==> src/rtl/rpac_pkg.sv <==
// Shared constants, angle table and pipeline sideband types for the point rotator.
`default_nettype none

package rpac_pkg;

    // Default values for top-level parameters
    localparam int ITERATIONS_DEF = 16;
    localparam int FRAC_BITS_DEF  = 16;

    // Direction vector prescale and vectoring datapath width
    localparam int DIR_SCALE_BITS = 28;
    localparam int VEC_W          = 32 + DIR_SCALE_BITS + 3;

    // Angles are unsigned turns, 2^32 per turn
    localparam logic [31:0] HALF_TURN = 32'h8000_0000;
    localparam logic [31:0] ANG_ROUND = 32'h0000_8000;

    // CORDIC gain 0.6072529350 in Q0.32
    localparam logic [31:0] GAIN_Q32  = 32'd2608131496;

    // Saturation bounds
    localparam logic [31:0] SAT_MAX   = 32'h7FFF_FFFF;
    localparam logic [31:0] SAT_MIN   = 32'h8000_0000;

    // round(atan(2^-i) * 2^32 / (2*pi))
    function automatic logic [31:0] atan_turn(input int idx);
        logic [31:0] v;
        unique case (idx)
            0:  v = 32'd536870912;
            1:  v = 32'd316933406;
            2:  v = 32'd167458908;
            3:  v = 32'd85004756;
            4:  v = 32'd42667331;
            5:  v = 32'd21354465;
            6:  v = 32'd10679838;
            7:  v = 32'd5340245;
            8:  v = 32'd2670163;
            9:  v = 32'd1335087;
            10: v = 32'd667544;
            11: v = 32'd333772;
            12: v = 32'd166886;
            13: v = 32'd83443;
            14: v = 32'd41722;
            15: v = 32'd20861;
            16: v = 32'd10430;
            17: v = 32'd5215;
            18: v = 32'd2608;
            19: v = 32'd1304;
            20: v = 32'd652;
            21: v = 32'd326;
            22: v = 32'd163;
            23: v = 32'd81;
            24: v = 32'd41;
            25: v = 32'd20;
            26: v = 32'd10;
            27: v = 32'd5;
            28: v = 32'd3;
            29: v = 32'd1;
            30: v = 32'd1;
            default: v = 32'd0;
        endcase
        return v;
    endfunction

    // Sideband carried through the vectoring cells
    typedef struct packed {
        logic signed [31:0] point_x;
        logic signed [31:0] point_y;
        logic signed [31:0] center_x;
        logic signed [31:0] center_y;
        logic               use_dir;
        logic [15:0]        rot_angle;
        logic               zero_dir;
    } t_vside;

    // Sideband carried through the rotation cells
    typedef struct packed {
        logic signed [31:0] center_x;
        logic signed [31:0] center_y;
    } t_rside;

endpackage

`default_nettype wire

==> src/rtl/rpac_rot_cell.sv <==
// One rotation CORDIC cell: turns the offset vector and drives the residual angle to zero.
`default_nettype none

module rpac_rot_cell
    import rpac_pkg::*;
#(
    parameter int STAGE = 0,
    parameter int W     = 52
) (
    input  logic                i_clk,
    input  logic                i_rst_n,
    input  logic                i_en,
    input  logic                i_valid,
    input  logic signed [W-1:0] i_x,
    input  logic signed [W-1:0] i_y,
    input  logic [31:0]         i_z,
    input  t_rside              i_side,
    output logic                o_valid,
    output logic signed [W-1:0] o_x,
    output logic signed [W-1:0] o_y,
    output logic [31:0]         o_z,
    output t_rside              o_side
);

    localparam logic [31:0] ANGLE = atan_turn(STAGE);

    logic signed [W-1:0] xs;
    logic signed [W-1:0] ys;
    logic signed [W-1:0] n_x;
    logic signed [W-1:0] n_y;
    logic [31:0]         n_z;

    logic                r_valid;
    logic signed [W-1:0] r_x;
    logic signed [W-1:0] r_y;
    logic [31:0]         r_z;
    t_rside              r_side;

    // Micro-rotation: turn counter-clockwise while the residual is non-negative
    always_comb begin
        xs = i_x >>> STAGE;
        ys = i_y >>> STAGE;
        if (!i_z[31]) begin
            n_x = i_x - ys;
            n_y = i_y + xs;
            n_z = i_z - ANGLE;
        end else begin
            n_x = i_x + ys;
            n_y = i_y - xs;
            n_z = i_z + ANGLE;
        end
    end

    // Track request presence
    always_ff @(posedge i_clk) begin
        if (!i_rst_n) begin
            r_valid <= 1'b0;
        end else if (i_en) begin
            r_valid <= i_valid;
        end
    end

    // Advance payload
    always_ff @(posedge i_clk) begin
        if (i_en) begin
            r_x    <= n_x;
            r_y    <= n_y;
            r_z    <= n_z;
            r_side <= i_side;
        end
    end

    assign o_valid = r_valid;
    assign o_x     = r_x;
    assign o_y     = r_y;
    assign o_z     = r_z;
    assign o_side  = r_side;

endmodule

`default_nettype wire

==> config.mk <==
export PLATFORM = sky130hd
export DESIGN_NAME = rpac_rot_cell
export DESIGN_NICKNAME = d
export VERILOG_FILES = /design/src/rtl/rpac_pkg.sv /design/src/rtl/rpac_rot_cell.sv
export SDC_FILE = /design/constraint.sdc
export NUM_CORES = 1
export LEC_CHECK = 0
export BUFFER_PORTS_ARGS = -buffer_cell sky130_fd_sc_hd__buf_2
export CORE_ASPECT_RATIO = 1.2
export CORE_MARGIN = 2
export CORE_UTILIZATION = 25
export CTS_CLUSTER_SIZE = 30
export DETAILED_ROUTE_END_ITERATION = 16
export GPL_TIMING_DRIVEN = 0
export PLACE_DENSITY = 0.48
export SYNTH_ARGS = -nofsm -noshare
export SYNTH_HDL_FRONTEND = slang
export SYNTH_SLANG_ARGS = --single-unit
==> constraint.sdc <==
create_clock -name i_clk -period 3.7 [get_ports i_clk]
set_clock_uncertainty 0.2 [all_clocks]
set_input_delay 1.11 -clock i_clk [delete_from_list [all_inputs] [get_ports i_clk]]
set_output_delay 1.11 -clock i_clk [all_outputs]
set_load 0.02 [all_outputs]
======== Word level (Yosys, flattened, before mapping) ========
Cells that the tools add are included.
operators by class
  reductions and logical operators ........ 0
  order comparisons ....................... 0
  bitwise logic cells ..................... 0
  multipliers ............................. 0
  shifts and indexed selects .............. 0
  equal/unequal tests ..................... 0
  multiplexer cells ....................... 3
  div/mod/pow operators ................... 0
  add/sub/neg operators ................... 5
operators by type and width
  kind                                                 number
  2-to-1 mux 52 bit                                    2
  subtractor 52 bit                                    2
  adder 52 bit                                         1
  adder 32 x 30 -> 32 bit, second input constant       1
  2-to-1 mux 32 bit                                    1
  subtractor 32 x 30 -> 32 bit, second input constant  1
word-level totals
  ROM bits ................................ 0
  bits in writable memories ............... 0
  output and inout bits ................... 201
  memories kept ........................... 0
  flip-flop bits (word level) ............. 201
  input bits .............................. 204
  latch bits .............................. 0
  word-level logic and storage cells ...... 14

======== Longest topological paths before layout ========
  word-level depth ........................ 2
  depth in mapped cells ................... 13
  gate-level depth less buffers ........... 12

======== Worst setup path before layout ========
No wires, ideal clock.
  path type ............................... input to register
  from .................................... in i_x[0]
  to ...................................... reg r_y[36] (netlist: o_y[36]), data pin
  path buffers ............................ 0
  required time ........................... 3.241 ns
  library setup time ...................... 0.259 ns
  stages on the path ...................... 12
  slack ................................... -0.243 ns
  arrival ................................. 3.484 ns
  cells stage by stage .................... ha_1 inv_1 fa_1 o21bai_1 a211oi_2 o211a_1 a211o_1 a211oi_2 o21ai_1 o41ai_2 mux2i_1 xnor2_1
between the ends
  longest elaborated chain between the ends .. 2
  elaborated cells between the ends (all ways) .. 3
  those cells by class .................... 2 x add/sub; 1 x mux
RTL lines
  what                                               RTL line                                  text
  from (decl)                                        rpac_rot_cell.sv:14                       input logic signed [W-1:0] i_x,
  adder 52 bit or subtractor 52 bit (tied branches)  rpac_rot_cell.sv:45, rpac_rot_cell.sv:49
  2-to-1 mux 52 bit *                                rpac_rot_cell.sv:43                       if (!i_z[31]) begin
  net n_y[36]                                        rpac_rot_cell.sv:30                       logic signed [W-1:0] n_y;
  to (signal assigned)                               rpac_rot_cell.sv:67                       r_y <= n_y;
  to (decl)                                          rpac_rot_cell.sv:35                       logic signed [W-1:0] r_y;
Mark *: on every way through the listed nets, which the timed path passes. The rest lies on a longest branch.
A chain may end at the register's enable or synchronous reset.

======== Worst setup path after layout ========
  from .................................... in i_y[2]
  to ...................................... reg r_x[45] (netlist: o_x[45]), data pin
between the ends
  longest elaborated chain between the ends .. 2
  elaborated cells between the ends (all ways) .. 3
  those cells by class .................... 2 x add/sub; 1 x mux
RTL lines
  what                                               RTL line                                  text
  from (decl)                                        rpac_rot_cell.sv:15                       input logic signed [W-1:0] i_y,
  subtractor 52 bit or adder 52 bit (tied branches)  rpac_rot_cell.sv:44, rpac_rot_cell.sv:48
  2-to-1 mux 52 bit *                                rpac_rot_cell.sv:43
  net n_x[45]                                        rpac_rot_cell.sv:29                       logic signed [W-1:0] n_x;
  to (signal assigned)                               rpac_rot_cell.sv:66                       r_x <= n_x;
  to (decl)                                          rpac_rot_cell.sv:34                       logic signed [W-1:0] r_x;
Marks and branches as above.

==> impl_metrics.json <==
{
  "path_buf_inv": 1,
  "reg2reg_depth": 2,
  "start_util_pct": 25.3,
  "worstPathRequired_ns": 3.74,
  "min_path_type": "reg -> reg",
  "synth_area_leaders": "edfxtp_1, ha_1, a21oi_1, xnor2_1, inv_1",
  "crit_slowest_cell": "a221oi_4",
  "htreeDepth": 4,
  "clkLatencyLatePin_ns": 0.49,
  "irDropWorstVdd_mv": 0.381,
  "crit_path_start_kind": "input pin",
  "worstHoldPathCells": 2,
  "hold_viol_final": 0,
  "firstDrtPassIters": 6,
  "fmax_mhz": 258,
  "end_kind": "register",
  "synth_top_area_share_pct": 37.3,
  "grt_pass1_vias": 16210,
  "io_buffers": 404,
  "clk_pin_slew_ns": 0.08,
  "ys.flop_type": "edfxtp_1",
  "cts_sinks": 200,
  "routed_wl_um": 77500,
  "powerDensity_nw_per_um2": 379,
  "dieHeight_um": 281,
  "setup_violations": 32,
  "power.leakage_nw": 9.40,
  "pin_count": 405,
  "cts.path.max_buffers": 2,
  "rsz0062_at_grt": "true",
  "maxSlewViolCount": 0,
  "finalCritPeriodShare_pct": 105,
  "synth.avg_cell_area_um2": 9.27,
  "drtIter0Drc": 1182,
  "worst_slack_ns": -0.183,
  "die_area_um2": 66200,
  "dp_hpwl_um": 61700,
  "stdcell_count": 3076,
  "ys_ff_latch": 200,
  "numCtsBuffers": 17,
  "die_w_um": 235,
  "async_flop_share_pct": 0,
  "violations": "setup timing",
  "drc": 0,
  "slowest_delay_ns": 0.41,
  "grt_max_degree": 117,
  "ys_seq_area_share_pct": 37.4,
  "cp_num_cells": 11,
  "synth_top_area_cell": "edfxtp_1",
  "gp_congestion": 0.932,
  "root_buffer": "clkbuf_16",
  "synth_area_um2": 16000,
  "cts_tree": "done",
  "dp.cells": 2959,
  "ys_warn_count": 0,
  "cp_cell_sequence": "buf_8, ha_4, or2_4, o211ai_4, a211oi_4, or3_4, a211o_1, a41oi_4, o21bai_4, a221oi_4, xnor2_2",
  "gr-total-overflow": 0,
  "drive_above_1_share_pct": 40.1,
  "antenna_found_initial": 6,
  "postLayoutCoreUtil_pct": 36.3,
  "fin_crit_ns": 3.88,
  "fin_nets": 2610,
  "synth_cells": 1730,
  "grt_pass1_wl_um": 108000,
  "std_cell_rows": 101,
  "vias": 16117,
  "critPathMaxFanout": 4,
  "drv_cap": 0,
  "wire_per_inst_um": 25.2,
  "arrival_ns": 3.92,
  "viasPerCell": 5.24,
  "ant_nets": 0,
  "p_total_mw": 8.70,
  "worst_slew_pin_slew_ns": 1.41,
  "crit_type": "in -> reg",
  "synth_nets": 2106,
  "global_route.usage.total_pct": 22.4,
  "cp_top_family": "compound AO/OA/AOI/OAI gates",
  "core_area_um2": 63300,
  "ys_types": 81,
  "slew-limit-headroom_pct": 5.67,
  "run_status": "finished, violations left",
  "syn2layout_area_growth_pct": 43.4,
  "synth_edf_count": 199
}
==> cells in the mapped netlist (all sizes together), types with 5 or more instances <==
master,instances
a21oi,218
edfxtp,199
ha,168
inv,154
nor2,112
nand2,108
o21ai,102
xnor2,93
clkbuf,42
o21bai,39
buf,38
a21o,37
nor3,36
o31ai,35
nand4,28
mux2i,27
nand3,26
a211oi,25
nor4,25
nor2b,18
o21a,17
o211ai,16
nand2b,13
a31oi,10
and2,10
o31a,10
a211o,9
a21boi,8
a2111oi,7
o211a,7
xor2,7
o221ai,6
or2,6
a221oi,5
a22oi,5
or3,5
==> layout by cell type (no fill, tap or decap), types with 30 or more instances in the layout <==
master,n
buf_4,91
edfxtp_1,199
inv_1,136
o21bai_1,34
a21oi_2,50
o21ai_0,73
nand2_1,98
a21oi_1,151
buf_2,398
nor2_1,95
a21o_1,35
buf_6,30
ha_1,133
xnor2_1,75
==> worst paths after layout <==
| check | endpoint | from | slack (ns) |
|---|---|---|---|
| max | o_x[45] | i_y[2] | -0.18 |
| min | o_valid | o_valid | 0.34 |
| max reg2reg | o_valid | o_valid | 2.89 |
| min reg2reg | o_valid | o_valid | 0.34 |
==> report_power, final <==
| part | internal, mW | switching (mW) |
|---|---|---|
| logic | 1.34 | 2.37 |
| registers | 2.87 | 0.0789 |
| clock network | 1.01 | 1.05 |
==> per-stage QoR <==
step	setup slack [ns]	cell area, um^2	hold WS (ns)	TNS [ns]
after floorplan	-0.144	16100	0.389	-0.421
after global placement	-1.91	19100	0.304	-364.21
after detailed placement	-1.84	19200	0.322	-80.65
after CTS	-0.170	21500	0.343	-2.29
after global routing	-0.227	23000	0.377	-2.86
final	-0.183	23000	0.338	-2.24
==> registers in the layout, indices dropped and copies added (netlist names) <==
name     count
o_side      64
o_x         52
o_y         51
o_z         32
o_valid      1
==> cells by family (layout without fill, tap and decap cells) <==
logic type                 after synthesis  count (layout)  synth area share (%)
and+or+nand+nor                        401             401                  11.9
muxes                                   27              27                  1.69
DFF                                    200             200                  37.4
other                                    0               5                     0
xor gates and xnor gates               100             100                  5.46
buffers and inverters                  238             755                  5.92
AOI/OAI and AO/OA                      592             592                  24.0
adders and majority gates              172             172                  13.6
==> cell type report <==
| type | instances | area [um^2] |
|---|---|---|
| tap | 824 | 1030 |
| timing repair buffer | 492 | 2840 |
| clock inverter | 14 | 194 |
| sequential | 200 | 6000 |
| antenna | 5 | 12.5 |
| multi-input combinational | 1292 | 11300 |
| fill | 6480 | 40300 |
| buffer | 73 | 543 |
| clock buffer | 18 | 439 |
| inverter | 158 | 627 |
==> per-layer routing <==
layer | vias to the layer above | part of all wire (%) | track usage (%) | wire length, um
li1 | 7313 | - | - | -
met5 | - | 0.036 | 0 | 28
met1 | 7875 | 36 | 23.4 | 28300
met2 | 770 | 53 | 43.1 | 41200
met4 | 4 | 4.5 | 10.7 | 3500
met3 | 155 | 5.8 | 4.10 | 4540
==> worst reg2reg max path, delay by kind of cell, from the launching register on <==
kind | cells | cell delay [ns]
mux | 1 | 0.13
simple gates | 1 | 0.06
flops | 1 | 0.32
==> timing repair <==
action,4_1_cts,5_1_grt
hold buffers,0,0
endpoints found under the setup margin,65,55
pin swaps,85,111
buffers inserted,40,48
endpoints found under the hold margin,0,0
resized for setup,290,282
Note: power is estimated with default switching activity, not from simulation.
