File: src/rtl/rpac_pkg.sv
// Shared constants, angle table and pipeline sideband types for the point rotator.
`default_nettype none

package rpac_pkg;

    // Default values for top-level parameters
    localparam int ITERATIONS_DEF = 16;
    localparam int FRAC_BITS_DEF  = 16;

    // Direction vector prescale and vectoring datapath width
    localparam int DIR_SCALE_BITS = 28;
    localparam int VEC_W          = 32 + DIR_SCALE_BITS + 3;

    // Angles are unsigned turns, 2^32 per turn
    localparam logic [31:0] HALF_TURN = 32'h8000_0000;
    localparam logic [31:0] ANG_ROUND = 32'h0000_8000;

    // CORDIC gain 0.6072529350 in Q0.32
    localparam logic [31:0] GAIN_Q32  = 32'd2608131496;

    // Saturation bounds
    localparam logic [31:0] SAT_MAX   = 32'h7FFF_FFFF;
    localparam logic [31:0] SAT_MIN   = 32'h8000_0000;

    // round(atan(2^-i) * 2^32 / (2*pi))
    function automatic logic [31:0] atan_turn(input int idx);
        logic [31:0] v;
        unique case (idx)
            0:  v = 32'd536870912;
            1:  v = 32'd316933406;
            2:  v = 32'd167458908;
            3:  v = 32'd85004756;
            4:  v = 32'd42667331;
            5:  v = 32'd21354465;
            6:  v = 32'd10679838;
            7:  v = 32'd5340245;
            8:  v = 32'd2670163;
            9:  v = 32'd1335087;
            10: v = 32'd667544;
            11: v = 32'd333772;
            12: v = 32'd166886;
            13: v = 32'd83443;
            14: v = 32'd41722;
            15: v = 32'd20861;
            16: v = 32'd10430;
            17: v = 32'd5215;
            18: v = 32'd2608;
            19: v = 32'd1304;
            20: v = 32'd652;
            21: v = 32'd326;
            22: v = 32'd163;
            23: v = 32'd81;
            24: v = 32'd41;
            25: v = 32'd20;
            26: v = 32'd10;
            27: v = 32'd5;
            28: v = 32'd3;
            29: v = 32'd1;
            30: v = 32'd1;
            default: v = 32'd0;
        endcase
        return v;
    endfunction

    // Sideband carried through the vectoring cells
    typedef struct packed {
        logic signed [31:0] point_x;
        logic signed [31:0] point_y;
        logic signed [31:0] center_x;
        logic signed [31:0] center_y;
        logic               use_dir;
        logic [15:0]        rot_angle;
        logic               zero_dir;
    } t_vside;

    // Sideband carried through the rotation cells
    typedef struct packed {
        logic signed [31:0] center_x;
        logic signed [31:0] center_y;
    } t_rside;

endpackage

`default_nettype wire

File: src/rtl/rpac_finish.sv
// Gain compensation, descale, center add and saturation for one coordinate (four stages).
`default_nettype none

module rpac_finish
    import rpac_pkg::*;
#(
    parameter int W         = 52,
    parameter int FRAC_BITS = FRAC_BITS_DEF
) (
    input  logic                i_clk,
    input  logic                i_en,
    input  logic signed [W-1:0] i_v,
    input  logic signed [31:0]  i_center,
    output logic [31:0]         o_val,
    output logic                o_hit
);

    localparam int MH_W = W - 32;
    localparam int P_W  = W + 1;
    localparam int Q_W  = W + 2 - FRAC_BITS;
    localparam int S_W  = Q_W + 2;

    localparam logic [P_W:0] Q_ROUND = (P_W+1)'(1) << (FRAC_BITS - 1);
    localparam logic [64:0]  P_ROUND = 65'h0_8000_0000;

    // Stage 1: magnitude
    logic [W-1:0]        n_m;
    logic [W-1:0]        r_m;
    logic                r_neg1;
    logic signed [31:0]  r_c1;

    // Stage 2: partial products
    logic [MH_W-1:0]     mh_ext;
    logic [W-1:0]        n_ph;
    logic [63:0]         n_pl;
    logic [W-1:0]        r_ph;
    logic [63:0]         r_pl;
    logic                r_neg2;
    logic signed [31:0]  r_c2;

    // Stage 3: scaled and rounded magnitude
    logic [64:0]         pl_sum;
    logic [P_W-1:0]      p_sum;
    logic [P_W:0]        q_sum;
    logic [Q_W-1:0]      n_q;
    logic [Q_W-1:0]      r_q;
    logic                r_neg3;
    logic signed [31:0]  r_c3;

    // Stage 4: signed result, saturated
    logic signed [Q_W:0] sq;
    logic signed [S_W-1:0] sum;
    logic [S_W-32:0]     hi;
    logic [31:0]         n_val;
    logic                n_hit;
    logic [31:0]         r_val;
    logic                r_hit;

    // Take magnitude so rounding is symmetric about zero
    assign n_m = i_v[W-1] ? W'(-i_v) : W'(i_v);

    always_ff @(posedge i_clk) begin
        if (i_en) begin
            r_m    <= n_m;
            r_neg1 <= i_v[W-1];
            r_c1   <= i_center;
        end
    end

    // Multiply high and low halves by the gain
    always_comb begin
        mh_ext = r_m[W-1:32];
        n_ph   = {{32{1'b0}}, mh_ext} * {{MH_W{1'b0}}, GAIN_Q32};
        n_pl   = {32'b0, r_m[31:0]} * {32'b0, GAIN_Q32};
    end

    always_ff @(posedge i_clk) begin
        if (i_en) begin
            r_ph   <= n_ph;
            r_pl   <= n_pl;
            r_neg2 <= r_neg1;
            r_c2   <= r_c1;
        end
    end

    // Combine halves, drop fraction bits with round half up
    always_comb begin
        pl_sum = {1'b0, r_pl} + P_ROUND;
        p_sum  = {1'b0, r_ph} + P_W'(pl_sum[64:32]);
        q_sum  = {1'b0, p_sum} + Q_ROUND;
        n_q    = q_sum[P_W:FRAC_BITS];
    end

    always_ff @(posedge i_clk) begin
        if (i_en) begin
            r_q    <= n_q;
            r_neg3 <= r_neg2;
            r_c3   <= r_c2;
        end
    end

    // Restore sign, add center, clip to 32 bits
    always_comb begin
        sq    = r_neg3 ? -$signed({1'b0, r_q}) : $signed({1'b0, r_q});
        sum   = S_W'(sq) + S_W'(r_c3);
        hi    = sum[S_W-1:31];
        n_hit = !((&hi) || !(|hi));
        if (!n_hit) begin
            n_val = sum[31:0];
        end else if (sum[S_W-1]) begin
            n_val = SAT_MIN;
        end else begin
            n_val = SAT_MAX;
        end
    end

    always_ff @(posedge i_clk) begin
        if (i_en) begin
            r_val <= n_val;
            r_hit <= n_hit;
        end
    end

    assign o_val = r_val;
    assign o_hit = r_hit;

endmodule

`default_nettype wire

File: config.mk
export PLATFORM = sky130hd
export DESIGN_NAME = rpac_finish
export DESIGN_NICKNAME = d
export VERILOG_FILES = /design/src/rtl/rpac_pkg.sv /design/src/rtl/rpac_finish.sv
export SDC_FILE = /design/constraint.sdc
export NUM_CORES = 2
export LEC_CHECK = 0
export ABC_AREA = 1
export ABC_CLOCK_PERIOD_IN_PS = 11700
export BUFFER_PORTS_ARGS = -buffer_cell sky130_fd_sc_hd__buf_4
export CAP_MARGIN = 10
export CORE_ASPECT_RATIO = 0.6
export CORE_UTILIZATION = 35
export CTS_CLUSTER_DIAMETER = 60
export CTS_CLUSTER_SIZE = 28
export DETAILED_ROUTE_END_ITERATION = 8
export HOLD_SLACK_MARGIN = 0.12
export PLACE_DENSITY = 0.52
export SETUP_SLACK_MARGIN = 0.3
export SLEW_MARGIN = 20
export SYNTH_ARGS = -nofsm -noshare
export SYNTH_HDL_FRONTEND = slang
export SYNTH_SLANG_ARGS = --single-unit
File: constraint.sdc
create_clock -name i_clk -period 11.7 [get_ports i_clk]
set_input_delay 1.17 -clock i_clk [delete_from_list [all_inputs] [get_ports i_clk]]
set_output_delay 1.17 -clock i_clk [all_outputs]
set_load 0.005 [all_outputs]
### Yosys cells after proc, flatten, opt, wreduce, memory -nomap -nowiden

Cells that the tools add are included.
W data, S select, Z words.

* flip-flop bits (word level): 332
* logic and storage cells: 30
* input port bits: 86

* reduce and logical (&&, ||, !) cells: 5
* $mul: 2
* add/sub/neg operators: 6
* mux-type cells: 4

Operators with widths (number)
* $add A64 B32 Y65 const B: 1
* $mux W32: 2
* $mul A32 B29 Y61 const B: 1
* $add A53 B16 Y54 const B: 1
* $add A52 B33 Y53: 1
* $neg A52 Y52: 1
* $mux W51: 1
* $mul A20 B29 Y49 const B: 1
* $add A39 B32 Y40: 1
* $mux W39: 1
* $neg A38 Y39: 1
* $reduce_and A9 Y1: 1
* $reduce_or A9 Y1: 1
* $logic_not A1 Y1: 2
* $logic_or A1 B1 Y1: 1

### Depth between registers and ports, before layout

* depth in word-level cells: 7
* gate-level depth with buffers: 29
* depth with buffers taken out: 28

### Worst setup path before layout

OpenSTA, ideal clock, no wires.

* kind: register -> register
* from: register r_m[13]
* to: register r_pl[48] (data pin)
* library setup time: 0.262 ns
* path slack: 5.096 ns
* buffers on the path: 0
* stages on the path, launching flop included: 24
* data arrival time: 6.342 ns
* path through: edfxtp_1 -> inv_1 -> fa_1 -> fa_1 -> inv_1 -> fa_1 -> inv_1 -> fa_1 -> inv_1 -> fa_1 -> fa_1 -> fa_1 -> inv_1 -> fa_1 -> inv_1 -> ha_1 -> nand2_1 -> nor2_1 -> inv_1 -> nor4_1 -> nand3_1 -> nand3_1 -> a21oi_1 -> xor2_1

* longest elaborated chain between the ends: 1

RTL lines
* from (decl): RTL line rpac_finish.sv:28 `logic [W-1:0] r_m;`
* from (signal assigned): RTL line rpac_finish.sv:64 `r_m <= n_m;`
* $mul A32 B29 Y61: RTL line rpac_finish.sv:74 `n_pl = {32'b0, r_m[31:0]} * {32'b0, GAIN_Q32};`
* via n_pl[48]: RTL line rpac_finish.sv:35 `logic [63:0] n_pl;`
* to (signal assigned): RTL line rpac_finish.sv:80 `r_pl <= n_pl;`
* to (decl): RTL line rpac_finish.sv:37 `logic [63:0] r_pl;`

The timed path passes the listed nets, and every way through them passes these cells.
A chain may end at the register's enable or synchronous reset.

### Worst setup path in the final report

* from: register r_m[7]
* to: register r_pl[61] (data pin)

Same word-level chain as after synthesis.

==> impl_results.md <==
* Proportion of layout cells with a drive suffix above 1 at around 4.4%
* Floorplan die width at between 400 and 500 µm
* Number of buffers inserted by hold repair at cts at 0
* Clk sink count at between 300 and 400
* Max-cap violations at 0
* Total via count after detailed routing at ~35,000
* Number of nets in the finished design at about 7,000
* Pin slew with the least headroom to its limit at 1.02 ns
* Flip-flop and latch area at between 9000 and 10,000 µm²
* Die ar. at ~140,000 µm²
* Chip height at slightly below 300 µm
* Placed inst area at ~51,000 µm²
* Boundary Pins at ~120
* Clock input transition at the sequential cells of the worst setup and hold paths at approximately 0.070 ns
* Worst R2R Path Depth at 24
* # resized after CTS at 0
* Uppermost metal layer occupied by signal nets: met5
* WL final at around 150,000 µm
* Number of synthesized flops with an enable pin at approximately 300
* Async set-or-reset flop fraction in the synthesized netlist at 0%
* Clk_lat worst skew at approximately 0.63 ns
* CP bufs+invs at 7
* CP Cell Sequence: inv_1 -> fa_1 -> fa_1 -> inv_1 -> fa_1 -> inv_1 -> fa_1 -> inv_1 -> fa_1 -> fa_1 -> fa_1 -> inv_1 -> fa_1 -> inv_1 -> ha_1 -> nand2_1 -> nor2_1 -> inv_1 -> nor2_1 -> nand3_1 -> o21ai_0 -> nand4_1 -> o2111ai_1 -> nand2_1
* Largest driver fanout on the critical path at 7
* Final hold violations at 0
* Quantity of I/O buffers inserted on ports at about 120
* Upper clock frequency limit at approximately 130 MHz
* Cell family with most CP delay: adder cells
* Post-synth top area cell: sky130_fd_sc_hd__fa_1
* Worst endpoint data arrival time at 8.26 ns
* Synthesis-stage register bit count at 303
* Largest net degree at the start of global routing at 81
* 1st-pass router iterations at 6
* Area of the multi-input gates at approximately 33,000 µm²
* Largest cells by area after synthesis: sky130_fd_sc_hd__fa_1 (29%), sky130_fd_sc_hd__edfxtp_1 (19%), sky130_fd_sc_hd__ha_1 (17%)
* Grt ovf at 0
* M1 WL at 84,700 µm
* Period Utilization, post-route at 67.7%
* Num CTS Buffers at 34
* Critical path's most frequent cell: sky130_fd_sc_hd__fa_1
* Placer Congestion at 1.01
* R2r startpoint: r_m[7]$_DFFE_PP_
* Number of nets with antenna violations after routing at 0
* HP Class: reg -> reg
* Post-DR wirelength/cell at ~20 µm
* Number of global-route vias before repair at approximately 36,000
* Total nets after synthesis at about 6,800
* Overall global routing resource usage at 22.1%
* CTS Root Buffer Type: sky130_fd_sc_hd__clkbuf_16
* Diodes inserted at 0
* Number of cells produced by synthesis at 5,378
* Max Buffers Root-to-Sink at 3
* Initial Util at a little over a third
* Worst slew margin relative to its limit at between 30% and 40%
* Wire length on met3 at around 16,000 µm
* Average size of a mapped cell at approximately 9.0 µm²
* Post-CTS repair timing setup buffer count at 0
* Area growth syn-to-layout at 9.20%
* Detailed-route vias per instance at approximately 4.8
* Count of H-tree levels built during CTS at 2
* Slowest stage cell on the critical path: sky130_fd_sc_hd__edfxtp_1
* CTS tree: done
* Unique cell type count in the Yosys netlist at 56
* TNS Setup at 0 ns
* Max stage delay on crit path at between 0.7 and 0.8 ns
* Outcome: completed
* Shortest clock period the worst path allows after layout at a little under 8 ns
* Data required time at the worst endpoint at about 12 ns
* Critical Path Start Type: flop
* Number of synthesis warnings at 0
* Wire length of the first global-routing pass at between 200,000 and 250,000 µm
* Leading register cell type out of synthesis: sky130_fd_sc_hd__edfxtp_1
* Number of standard-cell rows in the floorplan at between 100 and 150
* Finish-stage setup viols at 0
* Post-layout instance area at 52,600 µm²
* First DRT Iteration DRCs at 3,209
* Initial antenna violation count at 4
* Std-Cell Core Area at 137,000 µm²
* Reg-to-Reg End: r_pl[61]$_DFFE_PP_
* Final setup skew at 0.0649 ns
* Wire length on met2 at between 40,000 and 50,000 µm
* WS Path Type: reg -> reg
* Detailed Place HPWL at approximately 130,000 µm
* Post-synthesis sequential area ratio at roughly a fifth
* Number of inserted filler cells in the final layout at ~14,000
* Count of final max-slew check failures at 0
* Slack of the worst reg-to-reg path at between 3 and 4 ns
* Summed instance area of the synthesized netlist at 48,200 µm²
* Setup repair after global routing missed its margin: no
* Area fraction of the dominant cell type after synthesis at roughly 29%
* Kind of end point of the critical path: flop
* Number of remaining DRC errors at 0
* Stages on the worst setup path at 24
* Capture point of the worst path: r_pl[61]$_DFFE_PP_
* Worst setup path startpoint: r_m[7]$_DFFE_PP_
[layout make-up]
| class | count | area share [%] |
|---|---|---|
| multi-input combinational | 3568 | 63.4 |
| sequential | 303 | 17.3 |
| inverter | 1490 | 10.6 |
| tap | 1819 | 4.33 |
| timing repair buffer | 126 | 1.84 |
| clock buffer | 37 | 1.64 |
| clock inverter | 25 | 0.861 |
[cells in the final DEF (no fill, tap or decap), drive strengths merged, types with 52 or more instances in the layout]
master and instances:
a21oi 204, a31oi 52, buf 126, edfxtp 303
fa 700, ha 661, inv 1497, nand2 783
nand3 133, nor2 411, nor3 65, o21ai 137
xnor2 81, xor2 152
[synthesized netlist by cell type, drive strengths merged (2+ instances only)]
cell type  number
o22ai           2
or2             9
o21a            7
nand4          35
nand2         783
a31o            2
fa            700
a31oi          52
buf             9
a21o           37
ha            661
o21ai         137
o21bai         30
edfxtp        303
o211ai          6
xor2          152
and3            8
a221oi          4
o2111ai         2
xnor2          81
o41ai           2
a21oi         204
a21boi          6
inv          1489
clkbuf          8
nor2          411
nand3         133
o31ai           6
nor3           65
nor4           19
nand3b          5
[flip-flops by register name, indices dropped and copies added (netlist names)]
register,cells
r_m,52
r_ph,49
r_q,37
r_pl,33
o_val,32
r_c1,32
r_c2,32
r_c3,32
o_hit,1
r_neg1,1
r_neg2,1
r_neg3,1
[cell families (layout without fill, tap and decap cells)]
family | Yosys count | in the layout | share of synthesized area [%]
DFF | 303 | 303 | 18.9
and+or+nand+nor | 1471 | 1471 | 12.7
adders and majority gates | 1361 | 1361 | 46.3
buffers and inverters | 1507 | 1678 | 11.9
AOI/OAI and AO/OA | 503 | 503 | 5.99
xor gates and xnor gates | 233 | 233 | 4.25
[worst register-to-register path: stages (launching register included)]
cell                        delay, ns
sky130_fd_sc_hd__edfxtp_1        0.78
sky130_fd_sc_hd__inv_1           0.37
sky130_fd_sc_hd__fa_1            0.56
sky130_fd_sc_hd__fa_1            0.58
sky130_fd_sc_hd__inv_1           0.08
sky130_fd_sc_hd__fa_1            0.50
sky130_fd_sc_hd__inv_1           0.05
sky130_fd_sc_hd__fa_1            0.47
sky130_fd_sc_hd__inv_1           0.05
sky130_fd_sc_hd__fa_1            0.54
sky130_fd_sc_hd__fa_1            0.53
sky130_fd_sc_hd__fa_1            0.54
sky130_fd_sc_hd__inv_1           0.05
sky130_fd_sc_hd__fa_1            0.50
sky130_fd_sc_hd__inv_1           0.04
sky130_fd_sc_hd__ha_1            0.32
sky130_fd_sc_hd__nand2_1         0.08
sky130_fd_sc_hd__nor2_1          0.25
sky130_fd_sc_hd__inv_1           0.13
sky130_fd_sc_hd__nor2_1          0.14
sky130_fd_sc_hd__nand3_1         0.08
sky130_fd_sc_hd__o21ai_0         0.56
sky130_fd_sc_hd__nand4_1         0.24
sky130_fd_sc_hd__o2111ai_1       0.16
sky130_fd_sc_hd__nand2_1         0.07
[stage by stage]
stage,cells,hold WS [ns],utilization (%),worst slack [ns]
after floorplan,5378,0.400,-,5.10
after global placement,7304,0.401,37.5,3.85
after detailed placement,7304,0.405,37.5,3.88
after CTS,7366,0.421,38.5,3.88
after global routing,7368,0.435,38.5,3.33
final,7368,0.421,38.5,3.78
[worst min-delay path by stage]
stage               depth (start not counted)            endpoint                from  slack (ns)
global route                                0   r_c3[4]$_DFFE_PP_   r_c2[4]$_DFFE_PP_        0.43
finish                                      0   r_c3[3]$_DFFE_PP_   r_c2[3]$_DFFE_PP_        0.42
floorplan                                   0   r_c2[0]$_DFFE_PP_   r_c1[0]$_DFFE_PP_        0.40
CTS                                         0   r_c3[3]$_DFFE_PP_   r_c2[3]$_DFFE_PP_        0.42
global placement                            0   r_c2[9]$_DFFE_PP_   r_c1[9]$_DFFE_PP_        0.40
detailed placement                          0  r_c3[28]$_DFFE_PP_  r_c2[28]$_DFFE_PP_        0.40
[metal layers]
layer  vias to the layer above  GRT usage (%)
li1                      16940              -
met1                     17191           38.0
met2                      1200           25.6
met3                        70           7.41
met4                         2           1.83
met5                         -              0
Power is not shown: default switching activity piles up to over one toggle a cycle in this logic, so the estimate is an artifact.
