==> src/rtl/rpac_pkg.sv <==
// Shared constants, angle table and pipeline sideband types for the point rotator.
`default_nettype none

package rpac_pkg;

    // Default values for top-level parameters
    localparam int ITERATIONS_DEF = 16;
    localparam int FRAC_BITS_DEF  = 16;

    // Direction vector prescale and vectoring datapath width
    localparam int DIR_SCALE_BITS = 28;
    localparam int VEC_W          = 32 + DIR_SCALE_BITS + 3;

    // Angles are unsigned turns, 2^32 per turn
    localparam logic [31:0] HALF_TURN = 32'h8000_0000;
    localparam logic [31:0] ANG_ROUND = 32'h0000_8000;

    // CORDIC gain 0.6072529350 in Q0.32
    localparam logic [31:0] GAIN_Q32  = 32'd2608131496;

    // Saturation bounds
    localparam logic [31:0] SAT_MAX   = 32'h7FFF_FFFF;
    localparam logic [31:0] SAT_MIN   = 32'h8000_0000;

    // round(atan(2^-i) * 2^32 / (2*pi))
    function automatic logic [31:0] atan_turn(input int idx);
        logic [31:0] v;
        unique case (idx)
            0:  v = 32'd536870912;
            1:  v = 32'd316933406;
            2:  v = 32'd167458908;
            3:  v = 32'd85004756;
            4:  v = 32'd42667331;
            5:  v = 32'd21354465;
            6:  v = 32'd10679838;
            7:  v = 32'd5340245;
            8:  v = 32'd2670163;
            9:  v = 32'd1335087;
            10: v = 32'd667544;
            11: v = 32'd333772;
            12: v = 32'd166886;
            13: v = 32'd83443;
            14: v = 32'd41722;
            15: v = 32'd20861;
            16: v = 32'd10430;
            17: v = 32'd5215;
            18: v = 32'd2608;
            19: v = 32'd1304;
            20: v = 32'd652;
            21: v = 32'd326;
            22: v = 32'd163;
            23: v = 32'd81;
            24: v = 32'd41;
            25: v = 32'd20;
            26: v = 32'd10;
            27: v = 32'd5;
            28: v = 32'd3;
            29: v = 32'd1;
            30: v = 32'd1;
            default: v = 32'd0;
        endcase
        return v;
    endfunction

    // Sideband carried through the vectoring cells
    typedef struct packed {
        logic signed [31:0] point_x;
        logic signed [31:0] point_y;
        logic signed [31:0] center_x;
        logic signed [31:0] center_y;
        logic               use_dir;
        logic [15:0]        rot_angle;
        logic               zero_dir;
    } t_vside;

    // Sideband carried through the rotation cells
    typedef struct packed {
        logic signed [31:0] center_x;
        logic signed [31:0] center_y;
    } t_rside;

endpackage

`default_nettype wire

==> src/rtl/rpac_vec_cell.sv <==
// One vectoring CORDIC cell: steers the direction vector toward the x axis.
`default_nettype none

module rpac_vec_cell
    import rpac_pkg::*;
#(
    parameter int STAGE = 0,
    parameter int W     = VEC_W
) (
    input  logic                i_clk,
    input  logic                i_rst_n,
    input  logic                i_en,
    input  logic                i_valid,
    input  logic signed [W-1:0] i_x,
    input  logic signed [W-1:0] i_y,
    input  logic [31:0]         i_acc,
    input  t_vside              i_side,
    output logic                o_valid,
    output logic signed [W-1:0] o_x,
    output logic signed [W-1:0] o_y,
    output logic [31:0]         o_acc,
    output t_vside              o_side
);

    localparam logic [31:0] ANGLE = atan_turn(STAGE);

    logic signed [W-1:0] xs;
    logic signed [W-1:0] ys;
    logic signed [W-1:0] n_x;
    logic signed [W-1:0] n_y;
    logic [31:0]         n_acc;

    logic                r_valid;
    logic signed [W-1:0] r_x;
    logic signed [W-1:0] r_y;
    logic [31:0]         r_acc;
    t_vside              r_side;

    // Micro-rotation: turn clockwise while y is non-negative
    always_comb begin
        xs = i_x >>> STAGE;
        ys = i_y >>> STAGE;
        if (!i_y[W-1]) begin
            n_x   = i_x + ys;
            n_y   = i_y - xs;
            n_acc = i_acc + ANGLE;
        end else begin
            n_x   = i_x - ys;
            n_y   = i_y + xs;
            n_acc = i_acc - ANGLE;
        end
    end

    // Track request presence
    always_ff @(posedge i_clk) begin
        if (!i_rst_n) begin
            r_valid <= 1'b0;
        end else if (i_en) begin
            r_valid <= i_valid;
        end
    end

    // Advance payload
    always_ff @(posedge i_clk) begin
        if (i_en) begin
            r_x    <= n_x;
            r_y    <= n_y;
            r_acc  <= n_acc;
            r_side <= i_side;
        end
    end

    assign o_valid = r_valid;
    assign o_x     = r_x;
    assign o_y     = r_y;
    assign o_acc   = r_acc;
    assign o_side  = r_side;

endmodule

`default_nettype wire

==> config.mk <==
export PLATFORM = sky130hd
export DESIGN_NAME = rpac_vec_cell
export DESIGN_NICKNAME = d
export VERILOG_FILES = /design/src/rtl/rpac_pkg.sv /design/src/rtl/rpac_vec_cell.sv
export SDC_FILE = /design/constraint.sdc
export NUM_CORES = 1
export LEC_CHECK = 0
export BUFFER_PORTS_ARGS = -buffer_cell sky130_fd_sc_hd__buf_4
export CAP_MARGIN = 20
export CORE_AREA = 2 2 239 241
export DETAILED_ROUTE_END_ITERATION = 10
export DIE_AREA = 0 0 241 243
export PLACE_DENSITY = 0.69
export SKIP_LAST_GASP = 1
export SYNTH_ARGS = -nofsm -noshare
export SYNTH_HDL_FRONTEND = slang
export SYNTH_SLANG_ARGS = --single-unit
==> constraint.sdc <==
create_clock -name i_clk -period 3.7 [get_ports i_clk]
set_input_delay 0.37 -clock i_clk [delete_from_list [all_inputs] [get_ports i_clk]]
set_output_delay 0.37 -clock i_clk [all_outputs]
set_load 0.1 [all_outputs]
---- Word level (Yosys, flattened, before mapping) ----
Cells that the tools add are included.
storage, ports and cells
  register bits ........................... 305
  word-level logic and storage cells ...... 19
operators by class
  muxes and demuxes ....................... 3
  add/sub/neg operators ................... 5
operators by type and width
  cell                                                                   count
  63-bit 2-to-1 mux                                                      2
  63-bit subtractor                                                      2
  63-bit adder                                                           1
  32-bit by 30-bit adder with 32-bit output, second input constant       1
  32-bit 2-to-1 mux                                                      1
  32-bit by 30-bit subtractor with 32-bit output, second input constant  1

---- Longest topological paths before layout ----
Gate-level depths: netlist of run 1.
  depth after elaboration ................. 2
  mapped depth ............................ 15
  mapped depth without buffers ............ 15

---- Worst setup path before layout of run 1 ----
No wires, ideal clock.
  kind .................................... input to register
  start ................................... in i_x[10]
  end ..................................... reg r_y[61] (netlist: o_y[61]) (data pin)
  stages on the path ...................... 14
  required time ........................... 3,439 ps
  arrival time ............................ 3,109 ps
  slack ................................... 329 ps
  cells stage by stage .................... inv_1 -> ha_1 -> buf_6 -> or4_4 -> a2111oi_4 -> a21oi_2 -> a21o_1 -> and3_4 -> o31ai_4 -> a21oi_2 -> a31oi_4 -> a221oi_1 -> o21a_1 -> xor2_1
between the ends
  longest elaborated chain between the ends .. 2
  elaborated cells between the ends (all ways) .. 3
  classes of those cells .................. add/sub (2); mux (1)
RTL lines
  what                                               RTL line                                  text
  start, declared                                    rpac_vec_cell.sv:14                       input logic signed [W-1:0] i_x,
  63-bit subtractor or 63-bit adder (tied branches)  rpac_vec_cell.sv:45, rpac_vec_cell.sv:49
  63-bit 2-to-1 mux (*)                              rpac_vec_cell.sv:43                       if (!i_y[W-1]) begin
  net n_y[61]                                        rpac_vec_cell.sv:30                       logic signed [W-1:0] n_y;
  end signal, assigned                               rpac_vec_cell.sv:67                       r_y <= n_y;
  end, declared                                      rpac_vec_cell.sv:35                       logic signed [W-1:0] r_y;
Mark *: on every way through the listed nets, which the timed path passes. The rest lies on a longest branch.
A chain may end at the register's enable or synchronous reset.

---- Worst setup path after layout of run 1 ----
  start ................................... in i_x[17]
  end ..................................... reg r_y[56] (netlist: o_y[56]) (data pin)
The elaborated chain is that of the path after synthesis.

==> flow_metrics.tcl, run 1 <==
set metrics [dict create \
    p_int_mw 8.396 \
    p_switching_mw 6.806 \
    die_w_um 241 \
    synth-edff-count 303 \
    holdPathStages 1 \
    rr_startpoint "o_valid" \
    core_um2 55950 \
    worst_ep_arrival_time_ps 3870 \
    route.detailed.drc 0 \
    grt_pass1_wl_mm 141.3 \
    synth_top_area_share_pct 44.18 \
    synth_warnings 0 \
    fmax_ghz 0.2820 \
    period_minus_slack_ps 3546 \
    rr_endpoint "o_valid" \
    grt_start_max_net_pins 162 \
    clkPwrFrac_pct 24.7 \
    r2r_setup_slack_ps 3020 \
    yosysTopAreaCell "edfxtp_1" \
    gp_congestion 0.9942 \
    post_synth_num_cell_types 77 \
    hold_viol 0 \
    cts_tree "done" \
    ant_nets 0 \
    fin_util_pct 55.49 \
    min_to "o_side[90]" \
    irDropWorstVdd_uv 346.3 \
    drt_iter0_drc 2063 \
    tightest_slew_ps 955.9 \
    finalPower_mw 15.20 \
    postCtsSetupBuffers 0 \
    ys_ff_latch 304 \
    syn_area_per_cell_um2 9.797 \
    vias 21350 \
    synth_area_leaders "edfxtp_1 44%, ha_1 11%, a21oi_1 6.9%" \
    cp.required_ps 4030 \
    synth_cells 2102 \
    clk_latency_ps 560 \
    clock_path_buffers 3 \
    htreeDepth 2 \
    drt-wirelength-per-cell_um 25.34 \
    comb_power_share_pct 45.7 \
    grt_pass1_vias 21260 \
    syn_to_final_growth_pct 50.76 \
    io_buffers 612 \
    track_usage_pct 32.60 \
    overflow 0 \
    instances_no_fill 3923 \
    slew_headroom_pct 35.89 \
    cts-root-buf "clkbuf_16" \
    seq_power_share_pct 29.6 \
    cts_buffers 37 \
    r2r_cells 2 \
    fin_crit_sh_pct 95.83 \
    worstHoldPathType "input port to flop" \
    ys.flop_type "edfxtp_1" \
    row_count 87 \
    crit_path_start_kind "input port" \
    status "complete, no violations" \
    drt_first_pass_iters 6 \
    placedCellCount 3675 \
    skew_ps 0 \
    tns_ps 0 \
    start_util_pct 36.81 \
    ys_seq_area_share_pct 44.28 \
    powerDensity_nw_per_um2 489.6 \
    slew_violations 0 \
    die_h_um 243 \
    synth_nets 2600 \
    crit_type "input port to flop" \
    finalHoldWorstSlack_ps 27.60 \
    swShare_pct 44.77 \
    io_pins 613 \
    max_cap_viol_count 0 \
    min_from "i_side[90]" \
    nets 3629 \
    dpl.hpwl_mm 79.38 \
    antenna_found_initial 10 \
    end_kind "flop" \
    fillers 4964 \
    cts.sinks 304 \
    drive_gt1_share_pct 31.34 \
    grt_setup_unrepaired "false" \
    synthArstFlopShare_pct 0 \
    setup_viol 0 \
    dieArea_um2 58560 \
    synth.cell_area_um2 20590 \
    leakage_nw 13.77 \
    via_per_inst 5.441 \
    worstPathMaxFanout 5 \
    cts.reportedPaths.clkPinSlew_ps 60 \
    wl_mm 99.39 \
]
-- flip-flops by register name, summed over array words and instances, names as in the netlist --
name     flops
o_y         62
o_valid      1
o_side     146
o_x         63
o_acc       32
-- cells in the final DEF, fill, tap and decap left out, types with 32 or more instances in the layout --
cell type | Yosys | final
clkbuf_16 | 0 | 38
nor2_1 | 157 | 157
edfxtp_1 | 303 | 303
nand4_1 | 33 | 33
o21bai_1 | 62 | 62
o21ai_0 | 130 | 130
xnor2_1 | 117 | 117
a21oi_1 | 285 | 285
nand2_1 | 97 | 97
dlygate4sd3_1 | 0 | 173
buf_4 | 2 | 903
ha_1 | 186 | 186
a21o_1 | 40 | 40
nor3_1 | 32 | 32
o31ai_1 | 33 | 33
inv_1 | 202 | 201
-- cells by family after synthesis --
kind of cell	Yosys count	share of synthesized area (%)
buffers and inverters	300	5.596
xor gates and xnor gates	124	5.274
AOI/OAI and AO/OA	715	21.78
adders and majority gates	190	11.69
DFF	304	44.28
and+or+nand+nor	444	10.16
muxes	25	1.221
-- cell usage after synthesis (8+ instances only) --
library cell / n
a211oi_1: 20
a21boi_0: 8
a21o_1: 40
a21oi_1: 285
a221oi_1: 10
a31oi_1: 18
and3_1: 8
buf_1: 22
buf_2: 9
clkbuf_1: 58
edfxtp_1: 303
ha_1: 186
inv_1: 202
mux2i_1: 24
nand2_1: 97
nand2b_1: 15
nand3_1: 31
nand4_1: 33
nor2_1: 157
nor2b_1: 19
nor3_1: 32
nor4_1: 28
o211ai_1: 16
o21a_1: 15
o21ai_0: 130
o21bai_1: 62
o31ai_1: 33
xnor2_1: 117
-- layer usage --
metal,track usage [%],vias to the layer above,part of all wire (%)
met5,0,-,0.0080
met2,53.00,1074,46
met3,4.879,198,7.3
met1,42.75,10360,42
li1,-,9715,-
met4,14.56,2,5.0
-- cell type report --
| class | count | area (um2) | area share [%] |
|---|---|---|---|
| sequential | 304 | 9119 | 29.37 |
| clock buffer | 44 | 973.4 | 3.135 |
| multi-input combinational | 1498 | 10340 | 33.31 |
| inverter | 208 | 780.7 | 2.515 |
| tap | 756 | 945.9 | 3.047 |
| antenna | 8 | 20.02 | 0.06448 |
| timing repair buffer | 1082 | 8626 | 27.78 |
| clock inverter | 23 | 240.2 | 0.7738 |
-- repair_timing --
item / in CTS / in global routing
hold endpoints to repair: 173 / 0
hold buffers: 173 / 0
setup endpoints to repair: 0 / 4
gates resized for setup: 0 / 3
-- worst max-delay path, cell delays in order --
cell,delay (ps)
buf_4,80
inv_1,30
ha_1,300
or3_1,470
or3_1,430
a2111oi_0,550
a211oi_1,120
nand2_1,150
a21oi_2,130
o41ai_4,420
a21o_1,320
a41o_1,240
a21oi_1,90
xnor2_1,160
-- power groups by stage --
stage	Combinational, mW	Clock (mW)	Sequential [mW]
floorplan	1.57	0	7.41
global route	7.18	3.90	4.53
global placement	6.69	0	4.56
detailed placement	6.69	0	4.56
CTS	6.88	3.79	4.50
finish	6.95	3.75	4.50
-- how the worst max path moves through the flow --
stage | endpoint | cells past startpoint | from
floorplan | o_y[61] | 14 | i_x[10]
global placement | o_y[38] | 14 | i_x[19]
detailed placement | o_y[56] | 14 | i_x[17]
CTS | o_y[56] | 14 | i_x[17]
global route | o_y[62] | 15 | i_x[17]
finish | o_y[56] | 14 | i_x[17]
-- stage by stage --
step	area (um2)	worst slack, ps
floorplan	20590	329.5
global placement	28060	-330.9
detailed placement	28060	-397.9
CTS	31010	188.4
global route	31050	19.43
finish	31050	154.2
Power figures use the tool's default switching activity.
==> run 2: changes to the inputs <==
--- a/config.mk
+++ b/config.mk
@@ -10,8 +10,10 @@
 export CORE_AREA = 2 2 239 241
 export DETAILED_ROUTE_END_ITERATION = 10
 export DIE_AREA = 0 0 241 243
+export GPL_TIMING_DRIVEN = 0
 export PLACE_DENSITY = 0.69
 export SKIP_LAST_GASP = 1
+export SLEW_MARGIN = 40
 export SYNTH_ARGS = -nofsm -noshare
 export SYNTH_HDL_FRONTEND = slang
 export SYNTH_SLANG_ARGS = --single-unit
==> constraint.sdc (replaced) <==
create_clock -name i_clk -period 3.3 [get_ports i_clk]
set_input_delay 0.33 -clock i_clk [delete_from_list [all_inputs] [get_ports i_clk]]
set_output_delay 0.33 -clock i_clk [all_outputs]
set_load 0.1 [all_outputs]
==> flow_metrics.tcl, run 2 (synthesis results as in run 1) <==
set metrics [dict create \
    path_cells "buf_8, inv_4, ha_4, buf_6, or4_4, a2111oi_4, a21oi_4, nand3_4, a211oi_4, a21oi_4, a31oi_4, o41a_1, o41ai_4, o2bb2ai_1, xnor2_1" \
    r2r_cells 2 \
    finalHoldWorstSlack_ps 12.53 \
    cts_buffers 36 \
    place_ws_ps -1477 \
    cp.depth 15 \
    cts_tree "done" \
    tns_ps -96.32 \
    start_util_pct 36.81 \
    fin_util_pct 54.15 \
    cpMaxStageDelayCell "or4_4" \
    fmax_ghz 0.2958 \
    worst_ep_arrival_time_ps 3670 \
    syn_to_final_growth_pct 47.11 \
    critPathBufInv 3 \
    antenna_found_initial 8 \
    worstPathMaxFanout 5 \
    status "complete, but fails checks" \
    hold_viol 0 \
    cts.reportedPaths.clkPinSlew_ps 60 \
    setup_viol 3 \
    grt_pass1_wl_mm 143.2 \
    period_minus_slack_ps 3380 \
    skew_ps 0 \
    crit_type "input port to flop" \
    setup_ws_ps -80.40 \
    rr_endpoint "o_valid" \
    nets 3462 \
    worstHoldPathType "input port to flop" \
    crit_path_start_kind "input port" \
    io_buffers 611 \
    core_um2 55950 \
    powerDensity_nw_per_um2 549.0 \
    end_kind "flop" \
    wl_met1_mm 40.39 \
    drive_gt1_share_pct 29.14 \
    rr_startpoint "o_valid" \
    die_h_um 243 \
    via_per_inst 5.633 \
    final_common_cell "buf_4" \
    grt_setup_unrepaired "true" \
    crit_family "compound AO/OA/AOI/OAI gates" \
    final_cell_mix "643 x buf_4, 303 x edfxtp_1, 275 x a21oi_1" \
    drt-wirelength-per-cell_um 27.40 \
    track_usage_pct 33.62 \
    die_w_um 241 \
    drt_first_pass_iters 6 \
    row_count 87 \
    wl_met2_mm 48.13 \
    drt_iter0_drc 2083 \
    crit_start "i_x[8]" \
    gp_congestion 0.9959 \
    slew_headroom_pct 37.32 \
    cts-root-buf "clkbuf_16" \
    wl_met3_mm 8.068 \
    crit_path_end "o_x[55]" \
    overflow 0 \
    wl_mm 102.9 \
    failed_checks "setup timing" \
    max_cap_viol_count 0 \
    r2r_setup_slack_ps 2700 \
    cp.required_ps 3590 \
    io_pins 613 \
    clk_latency_ps 560 \
    cts.sinks 304 \
    slew_violations 0 \
    vias 21150 \
    cpMostUsedCell "a21oi_4" \
    fin_crit_sh_pct 102.4 \
    tightest_slew_ps 940.3 \
    irDropWorstVdd_uv 405.4 \
    leakage_nw 12.88 \
    grt_pass1_vias 20480 \
    largest_register_ff_count 146 \
    route.top_layer_used "met5" \
    htreeDepth 2 \
    clock_path_buffers 3 \
    dieArea_um2 58560 \
    route.detailed.drc 0 \
    cpPeakStageDelay_ps 570 \
    dpl.hpwl_mm 80.44 \
    grt_start_max_net_pins 79 \
    ant_nets 0 \
]
-- run 2: changes by cell type in the layout (fill, tap and decap cells not counted), moves of 9 or more --
cell / change
buf_4: -260
a21oi_1: -10
o21ai_0: -11
clkbuf_2: +20
buf_6: +10
buf_2: +11
ha_1: -13
buf_1: +13
ha_4: +10
clkbuf_1: +35
o31ai_1: -9
-- run 2: layout make-up --
class	count	area, um2
Sequential cell	304	9119
Clock inverter	24	212.7
Clock buffer	42	923.4
Buffer	87	417.9
Timing Repair Buffer	829	6792
Inverter	208	808.3
Antenna cell	7	17.52
Multi-Input combinational cell	1498	11060
Fill cell	5041	25660
Tap cell	756	945.9
-- run 2: routing by layer --
metal,vias to the layer above,GRT usage (%)
met5,-,0
met4,2,18.32
met3,232,5.448
met2,1149,54.72
met1,10390,42.47
li1,9383,-
-- run 2: worst reg2reg max path, stage by stage, from the launching register on --
cell	delay, ps
dfxtp_1	320
mux2i_1	120
nor2b_1	60
-- run 2: worst min-delay path by stage --
stage	startpoint	endpoint	cells past startpoint
floorplan	i_acc[0]	o_acc[0]	0
global placement	i_side[91]	o_side[91]	1
detailed placement	i_acc[22]	o_acc[22]	1
CTS	i_valid	o_valid	3
global route	i_side[48]	o_side[48]	1
finish	i_side[48]	o_side[48]	1
-- run 2: stage by stage --
stage / cells / power (mW) / cell area, um2
floorplan: 2102 / 10.06 / 20600
global placement: 3469 / 12.21 / 26130
detailed placement: 3473 / 12.21 / 26280
CTS: 3722 / 16.47 / 29580
global route: 3755 / 17.12 / 30300
finish: 3755 / 16.63 / 30300
-- run 2: where the power goes --
| group | internal [mW] | switching, mW | leakage [nW] |
|---|---|---|---|
| combinational | 1.93 | 5.77 | 9.36 |
| sequential | 4.84 | 0.163 | 2.97 |
| clock | 2.20 | 1.74 | 0.546 |
-- run 2: repair_timing --
item,CTS,global route
buffers inserted,11,27
endpoints found under the setup margin,50,47
gates resized for setup,71,112
endpoints found under the hold margin,175,0
pin swaps,15,44
hold buffers,175,0
==> run 3: changes to the inputs <==
--- a/config.mk
+++ b/config.mk
@@ -8,10 +8,12 @@
 export BUFFER_PORTS_ARGS = -buffer_cell sky130_fd_sc_hd__buf_4
 export CAP_MARGIN = 20
 export CORE_AREA = 2 2 239 241
+export CTS_CLUSTER_DIAMETER = 150
 export DETAILED_ROUTE_END_ITERATION = 10
 export DIE_AREA = 0 0 241 243
 export GPL_TIMING_DRIVEN = 0
 export PLACE_DENSITY = 0.69
+export SKIP_CTS_REPAIR_TIMING = 1
 export SKIP_LAST_GASP = 1
 export SLEW_MARGIN = 40
 export SYNTH_ARGS = -nofsm -noshare
==> flow_metrics.tcl, run 3 (synthesis results as in run 1) <==
set metrics [dict create \
    status "complete, but fails checks" \
    failed_checks "setup timing" \
    worstPathMaxFanout 5 \
    final_cell_mix "635 x buf_4, 303 x edfxtp_1, 277 x a21oi_1" \
    final_common_cell "buf_4" \
    slew_headroom_pct 38.52 \
    fmax_ghz 0.2993 \
    tns_ps -56.40 \
    end_kind "flop" \
    cpMaxStageDelayCell "or4_4" \
    hold_viol 0 \
    nets 3454 \
    route.detailed.drc 0 \
    clock_path_buffers 3 \
    final_cell_area_um2 30200 \
    cpMostUsedCell "a21oi_4" \
    start_util_pct 36.81 \
    overflow 0 \
    cts-root-buf "clkbuf_16" \
    cts.reportedPaths.clkPinSlew_ps 60 \
    irDropWorstVdd_uv 405.1 \
    drive_gt1_share_pct 28.75 \
    setup_viol 2 \
    crit_path_start_kind "input port" \
    wl_mm 103.5 \
    grt_pass1_vias 19370 \
    fillers 5047 \
    busiest_layer "met2" \
    cp.required_ps 3580 \
    die_w_um 241 \
    crit_type "input port to flop" \
    gp_congestion 0.9959 \
    drt-wirelength-per-cell_um 27.64 \
    dpl.hpwl_mm 80.44 \
    leakage_nw 12.84 \
    fin_util_pct 53.98 \
    largest_register_ff_count 146 \
    grt_use_met2_pct 54.20 \
    max_cap_viol_count 0 \
    vias 21090 \
    clk_latency_ps 560 \
    drt_first_pass_iters 6 \
    powerDensity_nw_per_um2 550.6 \
    ant_nets 0 \
    skew_ps 0 \
    grt_start_max_net_pins 79 \
    grt_pass1_wl_mm 137.2 \
    cts.sinks 304 \
    cts_tree "done" \
    die_h_um 243 \
    row_count 87 \
    htreeDepth 2 \
    syn_to_final_growth_pct 46.65 \
    post_dp_cell_area_um2 26280 \
    setup_ws_ps -40.88 \
    instances_no_fill 3745 \
    tightest_slew_ps 922.2 \
    dieArea_um2 58560 \
    io_buffers 611 \
    fin_crit_sh_pct 101.2 \
    antenna_found_initial 6 \
    use_met3_pct 6.153 \
    track_usage_pct 32.44 \
    core_um2 55950 \
    drt_iter0_drc 2175 \
    path_cells "buf_8, inv_4, ha_4, buf_6, or4_4, a2111oi_4, a21oi_4, nand3_4, a211oi_4, a21oi_4, a31oi_4, o41a_1, o41ai_2, o2bb2ai_1, xnor2_1" \
    via_per_inst 5.631 \
    cpPeakStageDelay_ps 570 \
    io_pins 613 \
    period_minus_slack_ps 3341 \
    slew_violations 0 \
    worst_ep_arrival_time_ps 3630 \
    cts_buffers 36 \
    grt_setup_unrepaired "true" \
    worstHoldPathType "input port to flop" \
    placedCellCount 3473 \
    use_met1_pct 40.95 \
]
## run 3: area by class of cell
class / count / area (um2) / share of cell area, %
inverter: 208 / 802.0 / 2.656
sequential: 304 / 9119 / 30.19
timing repair buffer: 821 / 6753 / 22.36
multi-input combinational: 1498 / 11010 / 36.47
antenna: 5 / 12.51 / 0.04143
tap: 756 / 945.9 / 3.132
clock buffer: 42 / 923.4 / 3.058
buffer: 87 / 419.2 / 1.388
clock inverter: 24 / 212.7 / 0.7043
## run 3: per-stage QoR
step	power, mW	hold slack (ps)	setup slack [ps]
global route	17.09	9.665	-119.0
finish	16.63	26.32	-40.88
floorplan	10.06	428.9	14.19
global placement	12.21	508.2	-1703
CTS	16.18	-91.83	-909.3
detailed placement	12.21	509.3	-1477
## run 3: power by group
| part | switching, mW | internal (mW) |
|---|---|---|
| Sequential | 0.164 | 4.84 |
| Combinational | 5.77 | 1.92 |
| Clock | 1.74 | 2.20 |
## run 3: per-layer routing
layer | up-vias | part of all wire [%]
li1 | 9364 | -
met1 | 10310 | 39
met2 | 1183 | 48
met3 | 229 | 8.1
met4 | 2 | 4.9
met5 | - | 0.013
## run 3: critical path, delay by kind of cell
kind | cells | cell delay [ps]
compound gates | 8 | 1950
simple gates | 2 | 710
buf+inv | 3 | 260
fa+ha+maj | 1 | 180
xor+xnor | 1 | 150
## run 3: final timing paths
check                                start    endpoint  slack [ps]  cells after the start
worst max register to register     o_valid     o_valid        2690                      2
worst min-delay path            i_side[48]  o_side[48]          30                      1
worst max-delay path                i_x[8]     o_x[55]         -40                     15
worst min register to register     o_valid     o_valid         540                      2
